File: src/hw/rtl/etagr_pkg.sv
// Shared types and constants for the early-terminating agreement block.
// Holds the item structs, command and status codes, and peer flag masks.
// Has no dependencies; early_terminating_agreement imports it.
`default_nettype none

package etagr_pkg;

    // Size of the peer table.
    localparam int MAX_PEERS = 64;
    localparam int MIN_PEERS = 2;

    // Peer table address width and counter widths.
    localparam int PEER_AW = (MAX_PEERS > 1) ? $clog2(MAX_PEERS) : 1;
    localparam int NP_W    = $clog2(MAX_PEERS + 2);
    localparam int CMP_W   = (NP_W > 7) ? NP_W : 7;
    localparam int SUM_W   = CMP_W + 1;

    // One peer table entry.
    localparam int FLAG_W = 5;
    localparam logic [FLAG_W-1:0] F_CRASHED = 5'b00001;
    localparam logic [FLAG_W-1:0] F_RECVD   = 5'b00010;
    localparam logic [FLAG_W-1:0] F_TOLD    = 5'b00100;
    localparam logic [FLAG_W-1:0] F_KIK     = 5'b01000;
    localparam logic [FLAG_W-1:0] F_SENT    = 5'b10000;

    // Commands.
    localparam logic [2:0] CMD_START     = 3'd0;
    localparam logic [2:0] CMD_MARK_FAIL = 3'd1;
    localparam logic [2:0] CMD_RECV_OK   = 3'd2;
    localparam logic [2:0] CMD_RECV_FAIL = 3'd3;
    localparam logic [2:0] CMD_SEND_OK   = 3'd4;
    localparam logic [2:0] CMD_SEND_FAIL = 3'd5;
    localparam logic [2:0] CMD_END_ROUND = 3'd6;
    localparam logic [2:0] CMD_QUERY     = 3'd7;

    // Result status codes.
    localparam logic [1:0] ST_OK       = 2'd0;
    localparam logic [1:0] ST_IGNORED  = 2'd1;
    localparam logic [1:0] ST_INACTIVE = 2'd2;

    // Configuration register indexes.
    localparam int CFG_IDX_W  = 1;
    localparam int CFG_DATA_W = 7;
    localparam logic [CFG_IDX_W-1:0] CFG_PEER_COUNT = 1'd0;
    localparam logic [CFG_IDX_W-1:0] CFG_OWN_RANK   = 1'd1;

    typedef struct packed {
        logic [2:0]  command;
        logic [5:0]  peer;
        logic [31:0] estimate;
        logic        peer_knows;
        logic        peer_failure_flag;
    } in_item_t;

    typedef struct packed {
        logic [1:0]  status;
        logic [31:0] current_estimate;
        logic        knows_now;
        logic        failure_seen;
        logic        decided;
        logic [6:0]  round_number;
        logic        peer_needs_recv;
        logic        peer_needs_send;
        logic        peer_crashed;
        logic [6:0]  crashed_count;
    } out_item_t;

endpackage

`default_nettype wire

File: src/hw/rtl/etagr_ram.sv
// Generic simple dual-port RAM: one write port, one read port.
// Read data is registered, so it appears in the cycle after the address.
// No dependencies.
`default_nettype none

module etagr_ram #(
    parameter int WIDTH = 8,
    parameter int DEPTH = 64
) (
    input  wire logic                     clk,
    input  wire logic                     wr_en,
    input  wire logic [$clog2(DEPTH)-1:0] wr_addr,
    input  wire logic [WIDTH-1:0]         wr_data,
    input  wire logic [$clog2(DEPTH)-1:0] rd_addr,
    output logic      [WIDTH-1:0]         rd_data
);

    logic [WIDTH-1:0] mem [DEPTH];

    always_ff @(posedge clk)
    begin
        if (wr_en)
        begin
            mem[wr_addr] <= wr_data;
        end
        rd_data <= mem[rd_addr];
    end

endmodule

`default_nettype wire

File: src/hw/rtl/early_terminating_agreement.sv
// Early-terminating agreement, one node's side. Depends on etagr_pkg and etagr_ram.
// A result is registered in S_OUT once the output is free; an end of round while running
// first sweeps the whole peer table through one read port in SWEEP and DRAIN, then FINR.
// A new command is taken only after the last one has left S_OUT; output stalls hold it there.
// Reset (rst_n, asynchronous, active low) clears all control state and the
// per-entry valid bits, so the peer table reads as all zero without a clearing pass.
`default_nettype none

module early_terminating_agreement
    import etagr_pkg::*;
(
    input  wire logic                  clk,
    input  wire logic                  rst_n,
    // Configuration write port.
    input  wire logic                  cfg_wr_en,
    input  wire logic [CFG_IDX_W-1:0]  cfg_index,
    input  wire logic [CFG_DATA_W-1:0] cfg_data,
    // Command channel.
    input  wire logic                  in_valid,
    output logic                       in_stall,
    input  wire in_item_t              in_data,
    // Result channel.
    output logic                       out_valid,
    input  wire logic                  out_stall,
    output out_item_t                  out_data
);

    // Sequencer states. Ordinary commands go IDLE -> EXEC -> OUT. A running end
    // of round walks the table in SWEEP (reads issued) and DRAIN (last write-back), then
    // applies the termination test in FINR, which also re-reads the queried
    // entry so that EXEC and OUT report it the same way as for any command.
    localparam logic [2:0] S_IDLE  = 3'd0;
    localparam logic [2:0] S_EXEC  = 3'd1;
    localparam logic [2:0] S_SWEEP = 3'd2;
    localparam logic [2:0] S_DRAIN = 3'd3;
    localparam logic [2:0] S_FINR  = 3'd4;
    localparam logic [2:0] S_OUT   = 3'd5;

    logic [2:0]            state_reg, state_next;
    in_item_t              item_reg, item_next;
    logic [CFG_DATA_W-1:0] peer_count_reg, peer_count_next;
    logic [5:0]            own_rank_reg, own_rank_next;

    // Scalar agreement state.
    logic [31:0]      estimate_reg, estimate_next;
    logic             own_knows_reg, own_knows_next;
    logic             failure_reg, failure_next;
    logic [CMP_W-1:0] round_reg, round_next;
    logic [CMP_W-1:0] receives_reg, receives_next;
    logic             decided_reg, decided_next;
    logic             active_reg, active_next;
    logic [CMP_W-1:0] crashed_total_reg, crashed_total_next;

    // Peer table bookkeeping. An entry whose valid bit is clear reads as zero.
    logic [MAX_PEERS-1:0] valid_reg, valid_next;
    logic [FLAG_W-1:0]    flags_reg, flags_next;
    logic [1:0]           status_reg, status_next;
    logic                 swept_reg, swept_next;

    // End-of-round sweep pipeline.
    logic [PEER_AW-1:0] rd_idx_reg, rd_idx_next;
    logic [PEER_AW-1:0] wb_idx_reg, wb_idx_next;
    logic               wb_vld_reg, wb_vld_next;
    logic [CMP_W-1:0]   nbc_reg, nbc_next;
    logic [CMP_W-1:0]   nbk_reg, nbk_next;

    // Result register.
    logic      out_valid_reg, out_valid_next;
    out_item_t out_data_reg, out_data_next;

    // RAM ports.
    logic               ram_wr_en;
    logic [PEER_AW-1:0] ram_wr_addr;
    logic [FLAG_W-1:0]  ram_wr_data;
    logic [PEER_AW-1:0] ram_rd_addr;
    logic [FLAG_W-1:0]  ram_rd_data;

    etagr_ram #(
        .WIDTH (FLAG_W),
        .DEPTH (MAX_PEERS)
    ) u_peer_table (
        .clk     (clk),
        .wr_en   (ram_wr_en),
        .wr_addr (ram_wr_addr),
        .wr_data (ram_wr_data),
        .rd_addr (ram_rd_addr),
        .rd_data (ram_rd_data)
    );

    // Effective participant count, clamped to between MIN_PEERS and the table size.
    logic [CMP_W-1:0] np;
    logic [SUM_W-1:0] np_plus1;

    always_comb
    begin
        if (CMP_W'(peer_count_reg) < CMP_W'(MIN_PEERS))
        begin
            np = CMP_W'(MIN_PEERS);
        end
        else if (CMP_W'(peer_count_reg) > CMP_W'(MAX_PEERS))
        begin
            np = CMP_W'(MAX_PEERS);
        end
        else
        begin
            np = CMP_W'(peer_count_reg);
        end
    end

    assign np_plus1 = SUM_W'(np) + SUM_W'(1);

    // Per-item decode for EXEC; OUT also uses the peer and running terms.
    logic [PEER_AW-1:0] item_addr;
    logic               item_is_peer;
    logic               running;
    logic [FLAG_W-1:0]  flags_cur;
    logic               need_recv_cur;
    logic               need_send_cur;

    assign item_addr    = PEER_AW'(item_reg.peer);
    assign item_is_peer = (CMP_W'(item_reg.peer) < np) && (item_reg.peer != own_rank_reg);
    assign running      = active_reg && !decided_reg;
    assign flags_cur    = valid_reg[item_addr] ? ram_rd_data : '0;
    assign need_recv_cur = running && item_is_peer &&
                           ((flags_cur & (F_CRASHED | F_TOLD | F_RECVD)) == '0);
    assign need_send_cur = running && item_is_peer &&
                           ((flags_cur & (F_CRASHED | F_KIK | F_SENT)) == '0);

    // Sweep write-back decode.
    logic [FLAG_W-1:0] wb_flags;
    logic              wb_in_range;

    assign wb_flags    = valid_reg[wb_idx_reg] ? ram_rd_data : '0;
    assign wb_in_range = CMP_W'(wb_idx_reg) < np;

    // Termination test terms.
    logic [SUM_W-1:0] known_sum;
    logic [SUM_W-1:0] progress_sum;

    assign known_sum    = SUM_W'(nbk_reg) + SUM_W'(nbc_reg) + SUM_W'(1);
    assign progress_sum = SUM_W'(receives_reg) + SUM_W'(round_reg);

    logic in_xfer;
    logic out_free;

    assign in_stall = (state_reg != S_IDLE);
    assign in_xfer  = in_valid && !in_stall;
    assign out_free = !out_valid_reg || !out_stall;

    always_comb
    begin
        state_next         = state_reg;
        item_next          = item_reg;
        peer_count_next    = peer_count_reg;
        own_rank_next      = own_rank_reg;
        estimate_next      = estimate_reg;
        own_knows_next     = own_knows_reg;
        failure_next       = failure_reg;
        round_next         = round_reg;
        receives_next      = receives_reg;
        decided_next       = decided_reg;
        active_next        = active_reg;
        crashed_total_next = crashed_total_reg;
        valid_next         = valid_reg;
        flags_next         = flags_reg;
        status_next        = status_reg;
        swept_next         = swept_reg;
        rd_idx_next        = rd_idx_reg;
        wb_idx_next        = wb_idx_reg;
        wb_vld_next        = 1'b0;
        nbc_next           = nbc_reg;
        nbk_next           = nbk_reg;
        out_data_next      = out_data_reg;
        out_valid_next     = out_valid_reg && out_stall;

        ram_wr_en   = 1'b0;
        ram_wr_addr = item_addr;
        ram_wr_data = flags_cur;
        ram_rd_addr = PEER_AW'(in_data.peer);

        // Configuration must only be written while idle; this is not enforced.
        if (cfg_wr_en)
        begin
            case (cfg_index)
                CFG_PEER_COUNT: peer_count_next = cfg_data;
                CFG_OWN_RANK:   own_rank_next   = cfg_data[5:0];
                default:        ;
            endcase
        end

        // A write-back is pending for the entry read in the previous cycle.
        // Counting takes crashed first, otherwise told-me-it-knows.
        if (wb_vld_reg)
        begin
            if (wb_in_range)
            begin
                if ((wb_flags & F_CRASHED) != '0)
                begin
                    nbc_next = nbc_reg + CMP_W'(1);
                end
                else if ((wb_flags & F_TOLD) != '0)
                begin
                    nbk_next = nbk_reg + CMP_W'(1);
                end
            end
            ram_wr_en   = valid_reg[wb_idx_reg];
            ram_wr_addr = wb_idx_reg;
            ram_wr_data = wb_flags & ~(F_RECVD | F_SENT);
        end

        case (state_reg)
            S_IDLE:
            begin
                // The read of the addressed entry is issued with the transfer.
                if (in_xfer)
                begin
                    item_next  = in_data;
                    swept_next = 1'b0;
                    nbc_next   = '0;
                    nbk_next   = '0;
                    if ((in_data.command == CMD_END_ROUND) && running)
                    begin
                        rd_idx_next = '0;
                        state_next  = S_SWEEP;
                    end
                    else
                    begin
                        state_next = S_EXEC;
                    end
                end
            end

            S_SWEEP:
            begin
                ram_rd_addr = rd_idx_reg;
                wb_idx_next = rd_idx_reg;
                wb_vld_next = 1'b1;
                rd_idx_next = rd_idx_reg + PEER_AW'(1);
                if (rd_idx_reg == PEER_AW'(MAX_PEERS - 1))
                begin
                    state_next = S_DRAIN;
                end
            end

            S_DRAIN:
            begin
                state_next = S_FINR;
            end

            S_FINR:
            begin
                ram_rd_addr        = item_addr;
                crashed_total_next = nbc_reg;
                receives_next      = '0;
                swept_next         = 1'b1;
                if ((known_sum >= SUM_W'(np)) && own_knows_reg)
                begin
                    decided_next = 1'b1;
                end
                else
                begin
                    own_knows_next = (nbk_reg != '0) || (progress_sum >= np_plus1);
                    if (SUM_W'(round_reg) >= np_plus1)
                    begin
                        decided_next = 1'b1;
                    end
                    else
                    begin
                        round_next = round_reg + CMP_W'(1);
                    end
                end
                state_next = S_EXEC;
            end

            S_EXEC:
            begin
                flags_next  = flags_cur;
                status_next = ST_OK;
                state_next  = S_OUT;
                if (item_reg.command == CMD_START)
                begin
                    valid_next         = '0;
                    flags_next         = '0;
                    estimate_next      = item_reg.estimate;
                    own_knows_next     = 1'b0;
                    failure_next       = 1'b0;
                    round_next         = CMP_W'(1);
                    receives_next      = '0;
                    decided_next       = 1'b0;
                    active_next        = 1'b1;
                    crashed_total_next = '0;
                end
                else if (item_reg.command == CMD_QUERY)
                begin
                    status_next = ST_OK;
                end
                else if (item_reg.command == CMD_END_ROUND)
                begin
                    status_next = swept_reg ? ST_OK : ST_INACTIVE;
                end
                else if (!running)
                begin
                    status_next = ST_INACTIVE;
                end
                else
                begin
                    case (item_reg.command)
                        CMD_MARK_FAIL:
                        begin
                            if (item_is_peer)
                            begin
                                flags_next = flags_cur | F_CRASHED;
                            end
                            else
                            begin
                                status_next = ST_IGNORED;
                            end
                        end
                        CMD_RECV_OK:
                        begin
                            if (need_recv_cur)
                            begin
                                estimate_next = estimate_reg & item_reg.estimate;
                                failure_next  = failure_reg | item_reg.peer_failure_flag;
                                flags_next    = flags_cur | F_RECVD |
                                                (item_reg.peer_knows ? F_TOLD : '0);
                                receives_next = receives_reg + CMP_W'(1);
                            end
                            else
                            begin
                                status_next = ST_IGNORED;
                            end
                        end
                        CMD_RECV_FAIL:
                        begin
                            if (need_recv_cur)
                            begin
                                flags_next   = flags_cur | F_CRASHED | F_RECVD;
                                failure_next = 1'b1;
                            end
                            else
                            begin
                                status_next = ST_IGNORED;
                            end
                        end
                        CMD_SEND_OK:
                        begin
                            if (need_send_cur)
                            begin
                                flags_next = flags_cur | F_SENT |
                                             (own_knows_reg ? F_KIK : '0);
                            end
                            else
                            begin
                                status_next = ST_IGNORED;
                            end
                        end
                        CMD_SEND_FAIL:
                        begin
                            if (need_send_cur)
                            begin
                                flags_next   = flags_cur | F_CRASHED | F_SENT;
                                failure_next = 1'b1;
                            end
                            else
                            begin
                                status_next = ST_IGNORED;
                            end
                        end
                        default:
                        begin
                            status_next = ST_IGNORED;
                        end
                    endcase
                    // Write the modified entry back; only real peers are ever touched.
                    if (status_next == ST_OK)
                    begin
                        ram_wr_en              = 1'b1;
                        ram_wr_addr            = item_addr;
                        ram_wr_data            = flags_next;
                        valid_next[item_addr]  = 1'b1;
                    end
                end
            end

            S_OUT:
            begin
                // The result reflects the state after the command; the per-peer
                // fields are zero for self and out-of-range peers.
                if (out_free)
                begin
                    out_data_next.status           = status_reg;
                    out_data_next.current_estimate = estimate_reg;
                    out_data_next.knows_now        = own_knows_reg;
                    out_data_next.failure_seen     = failure_reg;
                    out_data_next.decided          = decided_reg;
                    out_data_next.round_number     = 7'(round_reg);
                    out_data_next.peer_needs_recv  = running && item_is_peer &&
                        ((flags_reg & (F_CRASHED | F_TOLD | F_RECVD)) == '0);
                    out_data_next.peer_needs_send  = running && item_is_peer &&
                        ((flags_reg & (F_CRASHED | F_KIK | F_SENT)) == '0);
                    out_data_next.peer_crashed     = item_is_peer &&
                        ((flags_reg & F_CRASHED) != '0);
                    out_data_next.crashed_count    = 7'(crashed_total_reg);
                    out_valid_next = 1'b1;
                    state_next     = S_IDLE;
                end
            end

            default:
            begin
                state_next = S_IDLE;
            end
        endcase
    end

    always_ff @(posedge clk or negedge rst_n)
    begin
        if (!rst_n)
        begin
            state_reg         <= S_IDLE;
            peer_count_reg    <= CFG_DATA_W'(MIN_PEERS);
            own_rank_reg      <= '0;
            estimate_reg      <= '0;
            own_knows_reg     <= 1'b0;
            failure_reg       <= 1'b0;
            round_reg         <= '0;
            receives_reg      <= '0;
            decided_reg       <= 1'b0;
            active_reg        <= 1'b0;
            crashed_total_reg <= '0;
            valid_reg         <= '0;
            swept_reg         <= 1'b0;
            wb_vld_reg        <= 1'b0;
            out_valid_reg     <= 1'b0;
        end
        else
        begin
            state_reg         <= state_next;
            peer_count_reg    <= peer_count_next;
            own_rank_reg      <= own_rank_next;
            estimate_reg      <= estimate_next;
            own_knows_reg     <= own_knows_next;
            failure_reg       <= failure_next;
            round_reg         <= round_next;
            receives_reg      <= receives_next;
            decided_reg       <= decided_next;
            active_reg        <= active_next;
            crashed_total_reg <= crashed_total_next;
            valid_reg         <= valid_next;
            swept_reg         <= swept_next;
            wb_vld_reg        <= wb_vld_next;
            out_valid_reg     <= out_valid_next;
        end
    end

    // Payload and datapath registers without reset.
    always_ff @(posedge clk)
    begin
        item_reg     <= item_next;
        flags_reg    <= flags_next;
        status_reg   <= status_next;
        rd_idx_reg   <= rd_idx_next;
        wb_idx_reg   <= wb_idx_next;
        nbc_reg      <= nbc_next;
        nbk_reg      <= nbk_next;
        out_data_reg <= out_data_next;
    end

    assign out_valid = out_valid_reg;
    assign out_data  = out_data_reg;

endmodule

`default_nettype wire
File: config.mk
export PLATFORM = sky130hd
export DESIGN_NAME = early_terminating_agreement
export DESIGN_NICKNAME = d
export VERILOG_FILES = /design/src/hw/rtl/etagr_pkg.sv /design/src/hw/rtl/etagr_ram.sv /design/src/hw/rtl/early_terminating_agreement.sv
export SDC_FILE = /design/constraint.sdc
export NUM_CORES = 1
export LEC_CHECK = 0
export BUFFER_PORTS_ARGS = -buffer_cell sky130_fd_sc_hd__buf_2
export CORE_MARGIN = 2
export CORE_UTILIZATION = 50
export DETAILED_ROUTE_END_ITERATION = 16
export GPL_ROUTABILITY_DRIVEN = 0
export MAX_ROUTING_LAYER = met4
export PLACE_DENSITY = 0.67
export SLEW_MARGIN = 20
export SYNTH_ARGS = -nofsm -noshare
export SYNTH_HDL_FRONTEND = slang
export SYNTH_HIERARCHICAL = 1
export SYNTH_SLANG_ARGS = --single-unit
File: constraint.sdc
create_clock -name clk -period 10.9 [get_ports clk]
set_input_delay 0 -clock clk [delete_from_list [all_inputs] [get_ports clk]]
set_output_delay 0 -clock clk [all_outputs]
set_load 0.05 [all_outputs]
## Word level (Yosys, flattened, before mapping)

Memories as Yosys holds them, arrays and structs flattened. A register that Yosys moved wholly into a read port is not among the register bits.
Cells that the tools add are included.
Widths: inputs -> output; s select.

| storage, ports and cells | value |
|---|---|
| bits in registers | 270 |
| logic and storage cells | 269 |
| bits of input ports | 56 |
| memories kept | 1 |
| bits in writable memories | 320 |

Memory list:

| name | depth | bits a word | rd ports | clocked after memory_dff | write ports | RTL line | text |
|---|---|---|---|---|---|---|---|
| u_peer_table.mem | 64 | 5 | 1 | 1 | 1 | etagr_ram.sv:18 | `logic [WIDTH-1:0] mem [DEPTH];` |

| cells by class | value |
|---|---|
| equal/unequal tests | 33 |
| order comparisons | 10 |
| multiplexer cells | 119 |
| reductions and logical operators | 55 |
| $add $sub $neg | 9 |
| bitwise operators | 6 |

Operator list:

| kind | number |
|---|---|
| $mux 64 | 5 |
| $mux 32 | 6 |
| $mux 7 | 23 |
| $mux 5 | 14 |
| $or 64x64->64 | 1 |
| $mux 6 | 9 |
| $pmux 7 s2 | 3 |
| $and 32x32->32 | 1 |
| $mux 1 | 31 |
| $add 7x1->7 const B | 4 |
| $pmux 5 s5 | 1 |
| $ne 3x3->1 const B | 8 |
| $pmux 6 s2 | 2 |
| $eq 3x3->1 const B | 7 |
| $logic_not 5->1 | 4 |
| $mux 2 | 10 |
| $ne 2x2->1 const B | 9 |
| $pmux 3 s6 | 1 |
| $add 7x7->8 | 2 |
| $lt 6x7->1 | 2 |
| $lt 6x7->1 const B | 2 |
| $reduce_and 2->1 | 7 |
| $reduce_bool 2->1 | 7 |
| $logic_and 1x1->1 | 13 |
| 38 further kinds | 60 |

## Depth between registers and ports, before layout

Gate-level depths: netlist of the first run.

| logic depth | value |
|---|---|
| depth after elaboration | 23 |
| mapped depth | 18 |

## Hierarchy

Netlist of the first run, hierarchy kept.

Modules (own cells, without submodules):

| module | area an instance (um^2) | seq. area each (um^2) | cells each | instances |
|---|---|---|---|---|
| etagr_ram | 12886.1 | 9709.3 | 642 | 1 |
| early_terminating_agreement | 12814.8 | 7268.2 | 1078 | 1 |

## Least setup slack after synthesis of the first run

OpenSTA, ideal clock, no wires.

| timing path | value |
|---|---|
| path kind | register to register |
| start point | register peer_count_reg[6] |
| end point | memory u_peer_table/mem[0][0] (netlist bit), data pin |
| path slack | 5912 ps |
| stages on the path, launching flop included | 13 |
| path buffers | 2 |
| data arrival time | 4399 ps |
| clock period less this slack | 4988 ps |
| data required time | 10312 ps |
| cells stage by stage | dfrtp_1 -> clkbuf_1 -> clkinv_1 -> nand2_1 -> ha_1 -> a21o_1 -> a221o_1 -> a21oi_1 -> o21ai_0 -> a211oi_2 -> buf_6 -> a21oi_1 -> a31oi_1 |

| between the ends | value |
|---|---|
| longest elaborated chain between the ends | 21 |
| elaborated cells between the ends (all ways) | 31 |
| those cells by class | order compare: 3; mux: 23; reduce/logical: 5 |

RTL lines:

| element | RTL line | text |
|---|---|---|
| start, declared | early_terminating_agreement.sv:41 | `logic [CFG_DATA_W-1:0] peer_count_reg, peer_count_next;` |
| start signal, assigned | early_terminating_agreement.sv:422 | `peer_count_reg <= CFG_DATA_W'(MIN_PEERS);` |
| start signal, assigned | early_terminating_agreement.sv:440 | `peer_count_reg <= peer_count_next;` |
| $gt 7x7->1 | early_terminating_agreement.sv:100 | `else if (CMP_W'(peer_count_reg) > CMP_W'(MAX_PEERS))` |
| $mux 7 | early_terminating_agreement.sv:100 |  |
| $mux 7 (*) | early_terminating_agreement.sv:96 | `if (CMP_W'(peer_count_reg) < CMP_W'(MIN_PEERS))` |
| $lt 6x7->1 (*) | early_terminating_agreement.sv:121 | `assign item_is_peer = (CMP_W'(item_reg.peer) < np) && (item_reg.peer != own_rank_reg);` |
| $logic_and 1x1->1 (*) | early_terminating_agreement.sv:121 |  |
| $logic_and 1x1->1 | early_terminating_agreement.sv:124, early_terminating_agreement.sv:126 |  |
| $logic_and 1x1->1, on equally long branches | early_terminating_agreement.sv:126, early_terminating_agreement.sv:124 |  |
| $mux 1, on equally long branches | -- |  |
| (+6 left out) | -- |  |
| $logic_not 2->1 | early_terminating_agreement.sv:376 | `if (status_next == ST_OK)` |
| $mux 5 (*) | early_terminating_agreement.sv:376 |  |
| $mux 5 (*) | early_terminating_agreement.sv:301 | `else if (!running)` |
| $mux 5 (*) | early_terminating_agreement.sv:297 | `else if (item_reg.command == CMD_END_ROUND)` |
| $mux 5 (*) | early_terminating_agreement.sv:293 | `else if (item_reg.command == CMD_QUERY)` |
| $mux 5 (*) | early_terminating_agreement.sv:280 | `if (item_reg.command == CMD_START)` |
| $mux 5 (*) | early_terminating_agreement.sv:211 | `case (state_reg)` |
| net ram_wr_data[0] | early_terminating_agreement.sv:74 | `logic [FLAG_W-1:0] ram_wr_data;` |
| end, declared | etagr_ram.sv:18 |  |

The timed path passes the listed nets; every way through them passes the cells marked *. The select of a mux whose other input is x is not followed.

## Worst setup path after layout of the first run

| timing path | value |
|---|---|
| start point | register peer_count_reg[6] |
| end point | memory u_peer_table/mem[50][0] (netlist bit), enable pin |

| between the ends | value |
|---|---|
| elaborated cells between the ends (all ways) | 33 |
| those cells by class | order compare: 3; mux: 25; reduce/logical: 5 |

RTL lines:

| element | RTL line | text |
|---|---|---|
| $gt 7x7->1 | early_terminating_agreement.sv:100 |  |
| $mux 7 | early_terminating_agreement.sv:100 |  |
| $mux 7 (*) | early_terminating_agreement.sv:96 |  |
| $lt 6x7->1 (*) | early_terminating_agreement.sv:121 |  |
| $logic_and 1x1->1 (*) | early_terminating_agreement.sv:121 |  |
| $logic_and 1x1->1 | early_terminating_agreement.sv:124, early_terminating_agreement.sv:126 |  |
| $logic_and 1x1->1, on equally long branches | early_terminating_agreement.sv:126, early_terminating_agreement.sv:124 |  |
| $mux 1, on equally long branches | -- |  |
| (+6 left out) | -- |  |
| $logic_not 2->1 (*) | early_terminating_agreement.sv:376 |  |
| $mux 6 (*) | early_terminating_agreement.sv:376 |  |
| $mux 6 (*) | early_terminating_agreement.sv:301 |  |
| $mux 6 (*) | early_terminating_agreement.sv:297 |  |
| $mux 6 (*) | early_terminating_agreement.sv:293 |  |
| $mux 6 (*) | early_terminating_agreement.sv:280 |  |
| $mux 6 (*) | early_terminating_agreement.sv:211 |  |
| net ram_wr_addr[2] | early_terminating_agreement.sv:73 | `logic [PEER_AW-1:0] ram_wr_addr;` |

Marked as above.

==> flow_summary.toml, run 1 <==
[status]
outcome = "finished, final reports clean"

[finish]
ff_latch_area_um2 = 17000
syn2layout_area_growth_pct = 14.7
largest_register_ffs = 320
diodes = 0
multi_input_comb_area_um2 = 8130
final_common_cell = "edfxtp_1"
num-nets-final = 1987
fillers = 3942
final_cell_mix = "edfxtp_1 (436), dfrtp_1 (139), nand2_1 (137), nor2_1 (114), buf_2 (110)"
drive_above_1_share_pct = 19.8

[die]
dieWidth_um = 231
die_y_um = 231
dieArea_um2 = 53200
core-area_um2 = 51100
fp-row-count = 83
initial_core_util_pct = 50.3
ios = 112

[synthesis]
synth_area_leader_cell = "edfxtp_1"
ys_ff_latch = 595
yosys_most_used_dff = "edfxtp_1"
yosysSeqAreaShare_pct = 66.1
syn_inst = 1720
synth_nets = 1828
synth.avg_cell_area_um2 = 14.9
synth_cell_type_count = 89
synth_top_area_share_pct = 50.9
async_flop_share_pct = 23.5
synth_enable_flop_cells = 436
yosys_warnings = 6
syn_area_um2 = 25700
synth_area_leaders = "edfxtp_1 (51%), dfrtp_1 (14%), mux4_2 (7.7%)"

[global_route]
grt_pass1_wl_mm = 91.2
grt_max_degree = 77
antenna_found_initial = 0
grt_overflow = 0
grt_pass1_vias = 15400
track_usage_pct = 23.0

[pwr]
p_leak_nw = 10.6
powerDensity_nw_per_um2 = 227
peakVddDrop_mv = 0.136

[worst_setup_path]
crit_chain = "clkinv_1 -> nand2_1 -> ha_1 -> nand3_1 -> a31oi_1 -> a221o_1 -> a21oi_1 -> o21ai_0 -> a211oi_2 -> buf_4 -> nand2b_1 -> mux2_2 -> or3b_2 -> or2_2 -> nor2_1"
cp-end-kind = "flip-flop"
crit_family = "simple AND/OR/NAND/NOR gates"
cp.required_ns = 11.17
critical_path_class = "reg2reg"
cp-start-kind = "flip-flop"
path_max_fanout = 12
slowest_delay_ns = 0.54
critPathSlowestCell = "or3b_2"
cp_num_buf_inv = 2
arrival_ns = 5.74

[clock_network]
cts_num_sinks = 595
tritoncts = "built"
cts_htree_levels = 2
clockBufferDepth = 3
cts.clk_slew.worst_paths_ns = 0.07
cts-root-buf = "clkbuf_16"
cts_made_buffers = 59
clock_latency_ns = 0.64

[timing]
setup_tns_ns = 0
rsz0062_at_grt = "false"
drv_slew = 0
setup_viol = 0
tightest_slew_ns = 1.08
finClkSkew_ns = 0.0314
max_freq_mhz = 183
final_hold_viol_count = 0
min_period_ns = 5.47
fin_hold_ws_ns = 0.0777
maxSlewHeadroom_pct = 27.6
min_period_over_period_pct = 50.2

[placement]
numPortBuffers = 111
hpwl_mm = 37.1

[detailed_routing]
firstDrtPassIters = 7
routed_wl_mm = 58.9
ant_nets = 0
via_count = 15400
routedWlPerCell_um = 22.6
viasPerCell = 5.89
first_iter_violations = 1535
drc = 0

[flow_run]
drv_cap = 0

[min_path]
hold_path.class = "in2reg"
[layout make-up]
type | instances | area share (%)
Tap cell | 680 | 2.89
Sequential cell | 595 | 57.6
Clock buffer | 82 | 5.57
Inverter | 39 | 0.497
Timing Repair Buffer | 193 | 4.60
Clock inverter | 30 | 1.26
Multi-Input combinational cell | 991 | 27.6
[metrics by stage]
| step | cell area (um2) | total power [mW] | cells | utilization (%) | setup WS (ns) |
|---|---|---|---|---|---|
| floorplan | 25700 | 4.17 | 1720 | - | 5.91 |
| global placement | 26800 | 4.57 | 2434 | 52.5 | 5.70 |
| detailed placement | 26800 | 4.61 | 2434 | 52.5 | 5.48 |
| CTS | 29500 | 6.72 | 2610 | 57.7 | 5.44 |
| global route | 29500 | 6.96 | 2610 | 57.7 | 5.07 |
| finish | 29500 | 6.68 | 2610 | 57.7 | 5.43 |
[synthesized netlist by cell type, types with 6 or more instances]
cell	n
nand3b_1	8
a31oi_1	7
nand2b_1	12
inv_1	37
o21ai_1	19
mux4_2	88
and3_1	6
or3_1	14
and2_1	6
nor3_1	17
xor2_1	15
or2_2	8
buf_6	8
nand4_1	9
ha_1	50
nor2b_1	27
a211oi_1	11
edfxtp_1	436
o221ai_1	10
nand3_1	52
o211ai_1	6
nor4_1	8
a22oi_1	21
dfxtp_1	19
o21ai_0	80
a21o_1	7
mux2i_1	17
mux2_2	26
nand2_1	141
dfrtp_1	139
o22a_1	32
buf_2	22
buf_4	11
a21oi_1	40
xnor2_1	20
o31ai_1	8
clkbuf_1	48
nor2_1	116
mux4_1	11
o22ai_1	18
[worst register-to-register path, delay by kind of cell (launching register included)]
kind / cells / cell delay, ns
flip-flops: 1 / 0.53
multiplexers: 1 / 0.47
AO/OA/AOI/OAI: 5 / 1.15
AND/OR/NAND/NOR: 6 / 2.06
buffers and inverters: 2 / 0.59
adder cells (fa/ha/maj): 1 / 0.28
[power by group]
group          switching [mW]  internal [mW]
clock network           0.868           1.23
logic                    1.08          0.580
registers               0.159           2.77
[timing repair]
action,in CTS,in global routing
gates resized for setup,0,0
setup buffers,0,0
endpoints found under the hold margin,128,0
hold buffers,64,0
[logic make-up (layout without fill, tap and decap cells)]
logic type | after synthesis | after routing | synth area share, %
other cells | 1 | 1 | 0.0146
flops | 595 | 595 | 66.1
mux | 148 | 148 | 10.9
xor+xnor | 35 | 35 | 1.19
fa+ha+maj | 52 | 52 | 2.59
simple gates | 452 | 452 | 8.61
buf+inv | 134 | 344 | 2.70
compound gates | 303 | 303 | 7.91
[routing by layer]
layer | wire length (um) | part of all wire [%] | up-vias | global-route usage (%)
li1 | - | - | 6944 | -
met1 | 24700 | 42 | 7792 | 31.0
met2 | 29100 | 49 | 532 | 37.1
met3 | 3720 | 6.3 | 94 | 3.27
met4 | 1350 | 2.3 | 0 | 6.43
met5 | 0 | 0 | - | -
[final timing paths]
path	from	end	slack, ns	cells after the start
min	in_data[17]	item_reg[17]$_DFFE_PP_	0.08	2
min reg2reg	status_reg[1]$_SDFFCE_PP0P_	out_data[53]$_DFFE_PP_	0.43	0
max in group asynchronous	rst_n	estimate_reg[10]$_DFFE_PN0P_	9.50	4
max reg2reg	peer_count_reg[6]$_DFFE_PN0P_	u_peer_table/mem[50][0]$_DFFE_PP_	5.43	15
min in group asynchronous	rst_n	valid_reg[1]$_DFFE_PN0P_	0.48	4
max	peer_count_reg[6]$_DFFE_PN0P_	u_peer_table/mem[50][0]$_DFFE_PP_	5.43	15
Note: power is estimated with default switching activity, not from simulation.
==> inputs of run 2 (changes only) <==
--- a/config.mk
+++ b/config.mk
@@ -5,13 +5,14 @@
 export SDC_FILE = /design/constraint.sdc
 export NUM_CORES = 1
 export LEC_CHECK = 0
+export ABC_AREA = 1
 export BUFFER_PORTS_ARGS = -buffer_cell sky130_fd_sc_hd__buf_2
 export CORE_MARGIN = 2
 export CORE_UTILIZATION = 50
 export DETAILED_ROUTE_END_ITERATION = 16
 export GPL_ROUTABILITY_DRIVEN = 0
 export MAX_ROUTING_LAYER = met4
-export PLACE_DENSITY = 0.67
+export PLACE_DENSITY = 0.69
 export SLEW_MARGIN = 20
 export SYNTH_ARGS = -nofsm -noshare
 export SYNTH_HDL_FRONTEND = slang
==> constraint.sdc (replaced) <==
create_clock -name clk -period 4.4 [get_ports clk]
set_input_delay 0 -clock clk [delete_from_list [all_inputs] [get_ports clk]]
set_output_delay 0 -clock clk [all_outputs]
set_load 0.05 [all_outputs]
==> run 2 against run 1 <==
Against the previous run:
- routed wire length increased by 18%
- sequential share of layout area is 4.4 points lower
- worst hold slack got worse by 0.0032 ns
- via count is 34% higher
- worst setup slack got worse by 5.3 ns
==> flow_summary.toml, run 2 <==
[status]
outcome = "finished, final reports clean"

[die]
core-area_um2 = 55000
ios = 112
dieArea_um2 = 57400
dieWidth_um = 240
die_y_um = 240
initial_core_util_pct = 50.4
fp-row-count = 86

[worst_setup_path]
cp_num_buf_inv = 2
cp-end-kind = "flip-flop"
critical_path.most_common_cell = "nor2_1"
critPathSlowestCell = "nor2_1"
slowest_delay_ns = 0.43
cp.required_ns = 4.68
crit_family = "simple AND/OR/NAND/NOR gates"
crit_chain = "nor2_1 -> nand2_1 -> o31ai_1 -> nand2_1 -> ha_1 -> a21o_1 -> a21oi_1 -> o21ai_0 -> inv_1 -> nand2_1 -> nor2_4 -> nand2_2 -> nand2_2 -> nand3_2 -> nand2_1 -> nor2_1 -> nor2_1 -> inv_1 -> nor2_1 -> nand3_2 -> nor2_1"
path_max_fanout = 8
arrival_ns = 4.51
cp-start-kind = "flip-flop"
critical_path_class = "reg2reg"

[timing]
drv_slew = 0
setup_viol = 0
finClkSkew_ns = 0.0429
max_freq_mhz = 237
rsz0062_at_grt = "true"
setup_ws_ns = 0.173
tightest_slew_ns = 0.899
maxSlewHeadroom_pct = 40.0
min_period_ns = 4.23
final_hold_viol_count = 0
min_period_over_period_pct = 96.1

[synthesis]
synth_compound_area_share_pct = 7.71
yosys_most_used_dff = "edfxtp_1"
synth.avg_cell_area_um2 = 9.98
yosys-top-cells-count = "nand2_1 (793), edfxtp_1 (436), nand3_1 (370)"
synth_top_area_share_pct = 47.2
ys_ff_latch = 595
yosysSeqAreaShare_pct = 61.2
yosys_warnings = 6
synth_mux_area_share_pct = 0
synth_area_leader_cell = "edfxtp_1"
async_flop_share_pct = 23.5
synth_top_family_by_area = "simple AND/OR/NAND/NOR gates"
synth.most_common_cell = "nand2_1"
synth_cell_type_count = 54
synth_xor_area_share_pct = 0.758
synth_simple_gate_area_share_pct = 22.2
synth_nets = 2887
syn_area_um2 = 27700
synth_area_leaders = "edfxtp_1 (47%), dfrtp_1 (13%), nand2_1 (11%)"
synth_enable_flop_cells = 436
syn_inst = 2779
yosys.area_share.adder_pct = 2.40

[detailed_routing]
routed_wl_mm = 69.2
drc = 0
routedWlPerCell_um = 18.4
ant_nets = 0
via_count = 20600
firstDrtPassIters = 8
viasPerCell = 5.49
first_iter_violations = 2173

[pwr]
pwr-share-comb_pct = 33.6
p_leak_nw = 12.8
p_sw_mw = 7.07
sequentialPowerShare_pct = 39.4
p_clk_share_pct = 27.0
peakVddDrop_mv = 0.415
p_sw_share_pct = 37.4
p_int_mw = 11.8
power_mw = 18.9
powerDensity_nw_per_um2 = 591

[clock_network]
clockBufferDepth = 3
cts_made_buffers = 60
tritoncts = "built"
cts_setup_buffers = 0
cts_num_sinks = 595
clock_latency_ns = 0.64
cts_htree_levels = 2
cts-root-buf = "clkbuf_16"
cts.clk_slew.worst_paths_ns = 0.06

[global_route]
track_usage_pct = 25.1
antenna_found_initial = 0
grt_pass1_vias = 20200
grt_max_degree = 161
grt_pass1_wl_mm = 109
grt_overflow = 0

[finish]
ff_latch_area_um2 = 17000
num-nets-final = 3067
multi_input_comb_area_um2 = 9460
fillers = 4562
drive_above_1_share_pct = 16.2
final_cell_mix = "nand2_1 (789), edfxtp_1 (436), nand3_1 (365), inv_1 (195), dfrtp_1 (139)"
diodes = 0
largest_register_ffs = 320
syn2layout_area_growth_pct = 15.2
final_common_cell = "nand2_1"

[placement]
post-place-ws_ns = 0.206
numPortBuffers = 111
hpwl_mm = 44.0

[min_path]
hold_path.class = "in2reg"

[flow_run]
drv_cap = 0
==> run 2: worst paths after layout <==
kind / from / to / slack (ns) / cells after the start
min: in_data[12] / item_reg[12]$_DFFE_PP_ / 0.07 / 2
max: peer_count_reg[4]$_DFFE_PN0P_ / u_peer_table/mem[44][1]$_DFFE_PP_ / 0.17 / 21
max in group asynchronous: rst_n / peer_count_reg[6]$_DFFE_PN0P_ / 3.26 / 4
min reg2reg: status_reg[1]$_SDFFCE_PP0P_ / out_data[53]$_DFFE_PP_ / 0.42 / 0
max reg2reg: peer_count_reg[4]$_DFFE_PN0P_ / u_peer_table/mem[44][1]$_DFFE_PP_ / 0.17 / 21
min in group asynchronous: rst_n / peer_count_reg[1]$_DFFE_PN1P_ / 0.51 / 3
==> run 2: final cells by class <==
| cell class | count | share of cell area, % |
|---|---|---|
| multi-input combinational | 1852 | 29.6 |
| clock buffer | 78 | 5.01 |
| clock inverter | 33 | 1.20 |
| timing repair buffer | 242 | 5.61 |
| inverter | 208 | 2.48 |
| tap | 748 | 2.93 |
| sequential | 595 | 53.2 |
==> run 2: cells by family (layout without fill, tap and decap cells) <==
group / count (synthesis) / after routing
xor+xnor: 24 / 24
other cells: 1 / 1
simple gates: 1436 / 1436
flops: 595 / 595
fa+ha+maj: 52 / 52
buf+inv: 332 / 561
compound gates: 339 / 339
==> run 2: per-layer routing <==
layer | up-vias | share of wire, % | track usage, %
met5 | - | 0 | -
met4 | 0 | 3.2 | 9.64
met3 | 163 | 7.3 | 3.26
met2 | 829 | 48 | 40.4
met1 | 9842 | 42 | 32.5
li1 | 9800 | - | -
==> run 2: timing repair <==
action,in CTS,in global routing
endpoints found under the setup margin,0,305
gates resized for setup,0,71
hold buffers,62,0
hold endpoints to repair,134,0
==> run 2: stage by stage <==
| step | TNS [ns] | hold slack, ns | cells | instance area, um2 | util (%) |
|---|---|---|---|---|---|
| floorplan | -4.62 | -0.296 | 2779 | 27700 | - |
| global placement | 0 | 0.0263 | 3582 | 29100 | 52.9 |
| detailed placement | 0 | 0.0223 | 3582 | 29100 | 52.9 |
| CTS | 0 | 0.0445 | 3755 | 31700 | 57.7 |
| global route | -9.38 | 0.0585 | 3756 | 31900 | 58.1 |
| finish | 0 | 0.0745 | 3756 | 31900 | 58.1 |
==> run 2: power by group through the flow <==
stage          sequential (mW)  combinational, mW  clock (mW)
2_1_floorplan             7.81               4.06           0
3_3_place_gp              7.51               5.98           0
3_5_place_dp              7.54               6.13           0
4_1_cts                   7.43               6.22        5.20
5_1_grt                   7.50               6.99        5.41
6_report                  7.44               6.34        5.10
==> inputs of run 3 (changes only) <==
--- a/config.mk
+++ b/config.mk
@@ -8,11 +8,10 @@
 export ABC_AREA = 1
 export BUFFER_PORTS_ARGS = -buffer_cell sky130_fd_sc_hd__buf_2
 export CORE_MARGIN = 2
-export CORE_UTILIZATION = 50
+export CORE_UTILIZATION = 45
 export DETAILED_ROUTE_END_ITERATION = 16
 export GPL_ROUTABILITY_DRIVEN = 0
 export MAX_ROUTING_LAYER = met4
-export PLACE_DENSITY = 0.69
 export SLEW_MARGIN = 20
 export SYNTH_ARGS = -nofsm -noshare
 export SYNTH_HDL_FRONTEND = slang
==> run 3 against run 2 <==
Against the previous run:
- total power grew 1.8%
- register-to-register slack improved by 0.24 ns
- critical endpoint is now u_peer_table/mem[19][0]$_DFFE_PP_
- die area increased by 11%
- clock-buffer cell count is 12 higher
- largest power group unchanged
- routed wire length increased by 3.2%
- final cell count grew 1.1%
- non-clock buffer count is 6 lower
- highest routed layer unchanged
- worst setup slack gained 0.24 ns
- critical path type unchanged
- via count is essentially flat
- sequential share of layout area is 0.93 points lower
==> flow_summary.toml, run 3 (same netlist as run 2, synthesis figures left out) <==
[status]
outcome = "finished, final reports clean"

[die]
core-area_um2 = 61400
dieWidth_um = 252
initial_core_util_pct = 45.2
die_y_um = 252
ios = 112
dieArea_um2 = 63600
fp-row-count = 91

[pwr]
power_mw = 19.2
p_leak_nw = 12.9
powerDensity_nw_per_um2 = 591
peakVddDrop_mv = 0.591

[finish]
largest_register_ffs = 320
syn2layout_area_growth_pct = 17.2
fin_cells = 3797
final_common_cell = "nand2_1"
drive_above_1_share_pct = 16.4
diodes = 0
fin_util_pct = 53.0
fin_area_um2 = 32500
num-nets-final = 3067
final_cell_mix = "nand2_1 (787), edfxtp_1 (436), nand3_1 (365), inv_1 (194), dfrtp_1 (139)"
fillers = 5384

[min_path]
hold_depth = 2
hold_path.class = "in2reg"

[timing]
min_period_ns = 3.99
finClkSkew_ns = 0.0293
final_hold_viol_count = 0
tightest_slew_ns = 1.10
rsz0062_at_grt = "false"
maxSlewHeadroom_pct = 26.5
setup_tns_ns = 0
setup_ws_ns = 0.414
setup_viol = 0
fin_hold_ws_ns = 0.111
max_freq_mhz = 251
drv_slew = 0
min_period_over_period_pct = 90.6

[global_route]
antenna_found_initial = 0
grt_max_degree = 161
grt_pass1_wl_mm = 111
grt_overflow = 0
track_usage_pct = 22.9
grt_pass1_vias = 19800

[placement]
dpl.cell_count = 3615
hpwl_mm = 45.5
post-place-ws_ns = 0.0486
numPortBuffers = 111
dpl-instance-area_um2 = 29100

[worst_setup_path]
cp.required_ns = 4.70
cp_num_buf_inv = 3
critPathSlowestCell = "dfrtp_1"
crit_chain = "nor2_1 -> nand2_1 -> o31ai_2 -> nand2_1 -> ha_1 -> a21o_1 -> a21oi_1 -> o21ai_0 -> inv_1 -> nand2_1 -> nor2_4 -> nand2_2 -> nand2_2 -> nand3_4 -> nand2_4 -> nor2_1 -> nor2_1 -> inv_1 -> nor3_2 -> nand2_1 -> buf_4 -> nor2_2"
slowest_delay_ns = 0.39
cp-start-kind = "flip-flop"
crit_family = "simple AND/OR/NAND/NOR gates"
arrival_ns = 4.28
critical_path.most_common_cell = "nand2_1"
critical_path_class = "reg2reg"
path_max_fanout = 8
worstRegToRegCells = 22
cp-end-kind = "flip-flop"
worst-path-stages = 22

[clock_network]
clockBufferDepth = 3
cts.clk_slew.worst_paths_ns = 0.07
clock_latency_ns = 0.62
tritoncts = "built"
cts_made_buffers = 66
cts_num_sinks = 595
cts-root-buf = "clkbuf_16"
cts_htree_levels = 3

[detailed_routing]
firstDrtPassIters = 7
first_iter_violations = 1663
ant_nets = 0
routedWlPerCell_um = 18.8
routed_wl_mm = 71.5
viasPerCell = 5.43
via_count = 20600
drc = 0

[flow_run]
drv_cap = 0
[run 3: changes by cell type in the layout (fill, tap and decap cells not counted), sizes merged]
cell / change
bufinv: -4
inv: -1
clkbuf: +12
clkinvlp: -1
dlygate4sd3: +1
clkinv: -1
buf: -7
[run 3: cell type report]
type,instances,area [um2],area share (%)
clock buffer,90,1770,5.45
clock inverter,26,292,0.897
inverter,208,792,2.44
multi-input combinational,1852,9850,30.3
sequential,595,17000,52.2
tap,790,988,3.04
timing repair buffer,236,1830,5.63
[run 3: worst register-to-register path: stages, from the launching register on]
cell	delay, ns
dfrtp_1	0.39
nor2_1	0.15
nand2_1	0.08
o31ai_2	0.21
nand2_1	0.13
ha_1	0.31
a21o_1	0.16
a21oi_1	0.10
o21ai_0	0.08
inv_1	0.08
nand2_1	0.10
nor2_4	0.18
nand2_2	0.11
nand2_2	0.12
nand3_4	0.15
nand2_4	0.13
nor2_1	0.05
nor2_1	0.20
inv_1	0.14
nor3_2	0.23
nand2_1	0.08
buf_4	0.23
nor2_2	0.26
[run 3: worst paths after layout]
kind | slack (ns) | startpoint | endpoint
min in group asynchronous | 0.47 | rst_n | valid_reg[46]$_DFFE_PN0P_
worst max register to register | 0.41 | peer_count_reg[2]$_DFFE_PN0P_ | u_peer_table/mem[19][0]$_DFFE_PP_
worst min-delay path | 0.11 | in_data[10] | item_reg[10]$_DFFE_PP_
worst max-delay path | 0.41 | peer_count_reg[2]$_DFFE_PN0P_ | u_peer_table/mem[19][0]$_DFFE_PP_
worst min register to register | 0.43 | status_reg[0]$_SDFFCE_PP0P_ | out_data[52]$_DFFE_PP_
max in group asynchronous | 2.42 | rst_n | valid_reg[2]$_DFFE_PN0P_
[run 3: metal layers]
metal  up-vias  track usage (%)  share of wire, %
met3        90             3.16               6.1
met4         0             6.66               1.9
li1       9799                -                 -
met5         -                -                 0
met1     10000             30.8                44
met2       702             36.6                48
[run 3: power by group]
group          leakage (nW)  internal, mW  switching [mW]
Clock                 0.998          3.03            2.26
Combinational          5.92          1.84            4.66
Sequential             5.94          7.03           0.408
[run 3: timing repair]
| action | CTS | global route |
|---|---|---|
| buffers inserted | 0 | 4 |
| setup endpoints to repair | 0 | 320 |
| hold buffers | 62 | 0 |
| endpoints found under the hold margin | 136 | 0 |
| resized for setup | 0 | 153 |
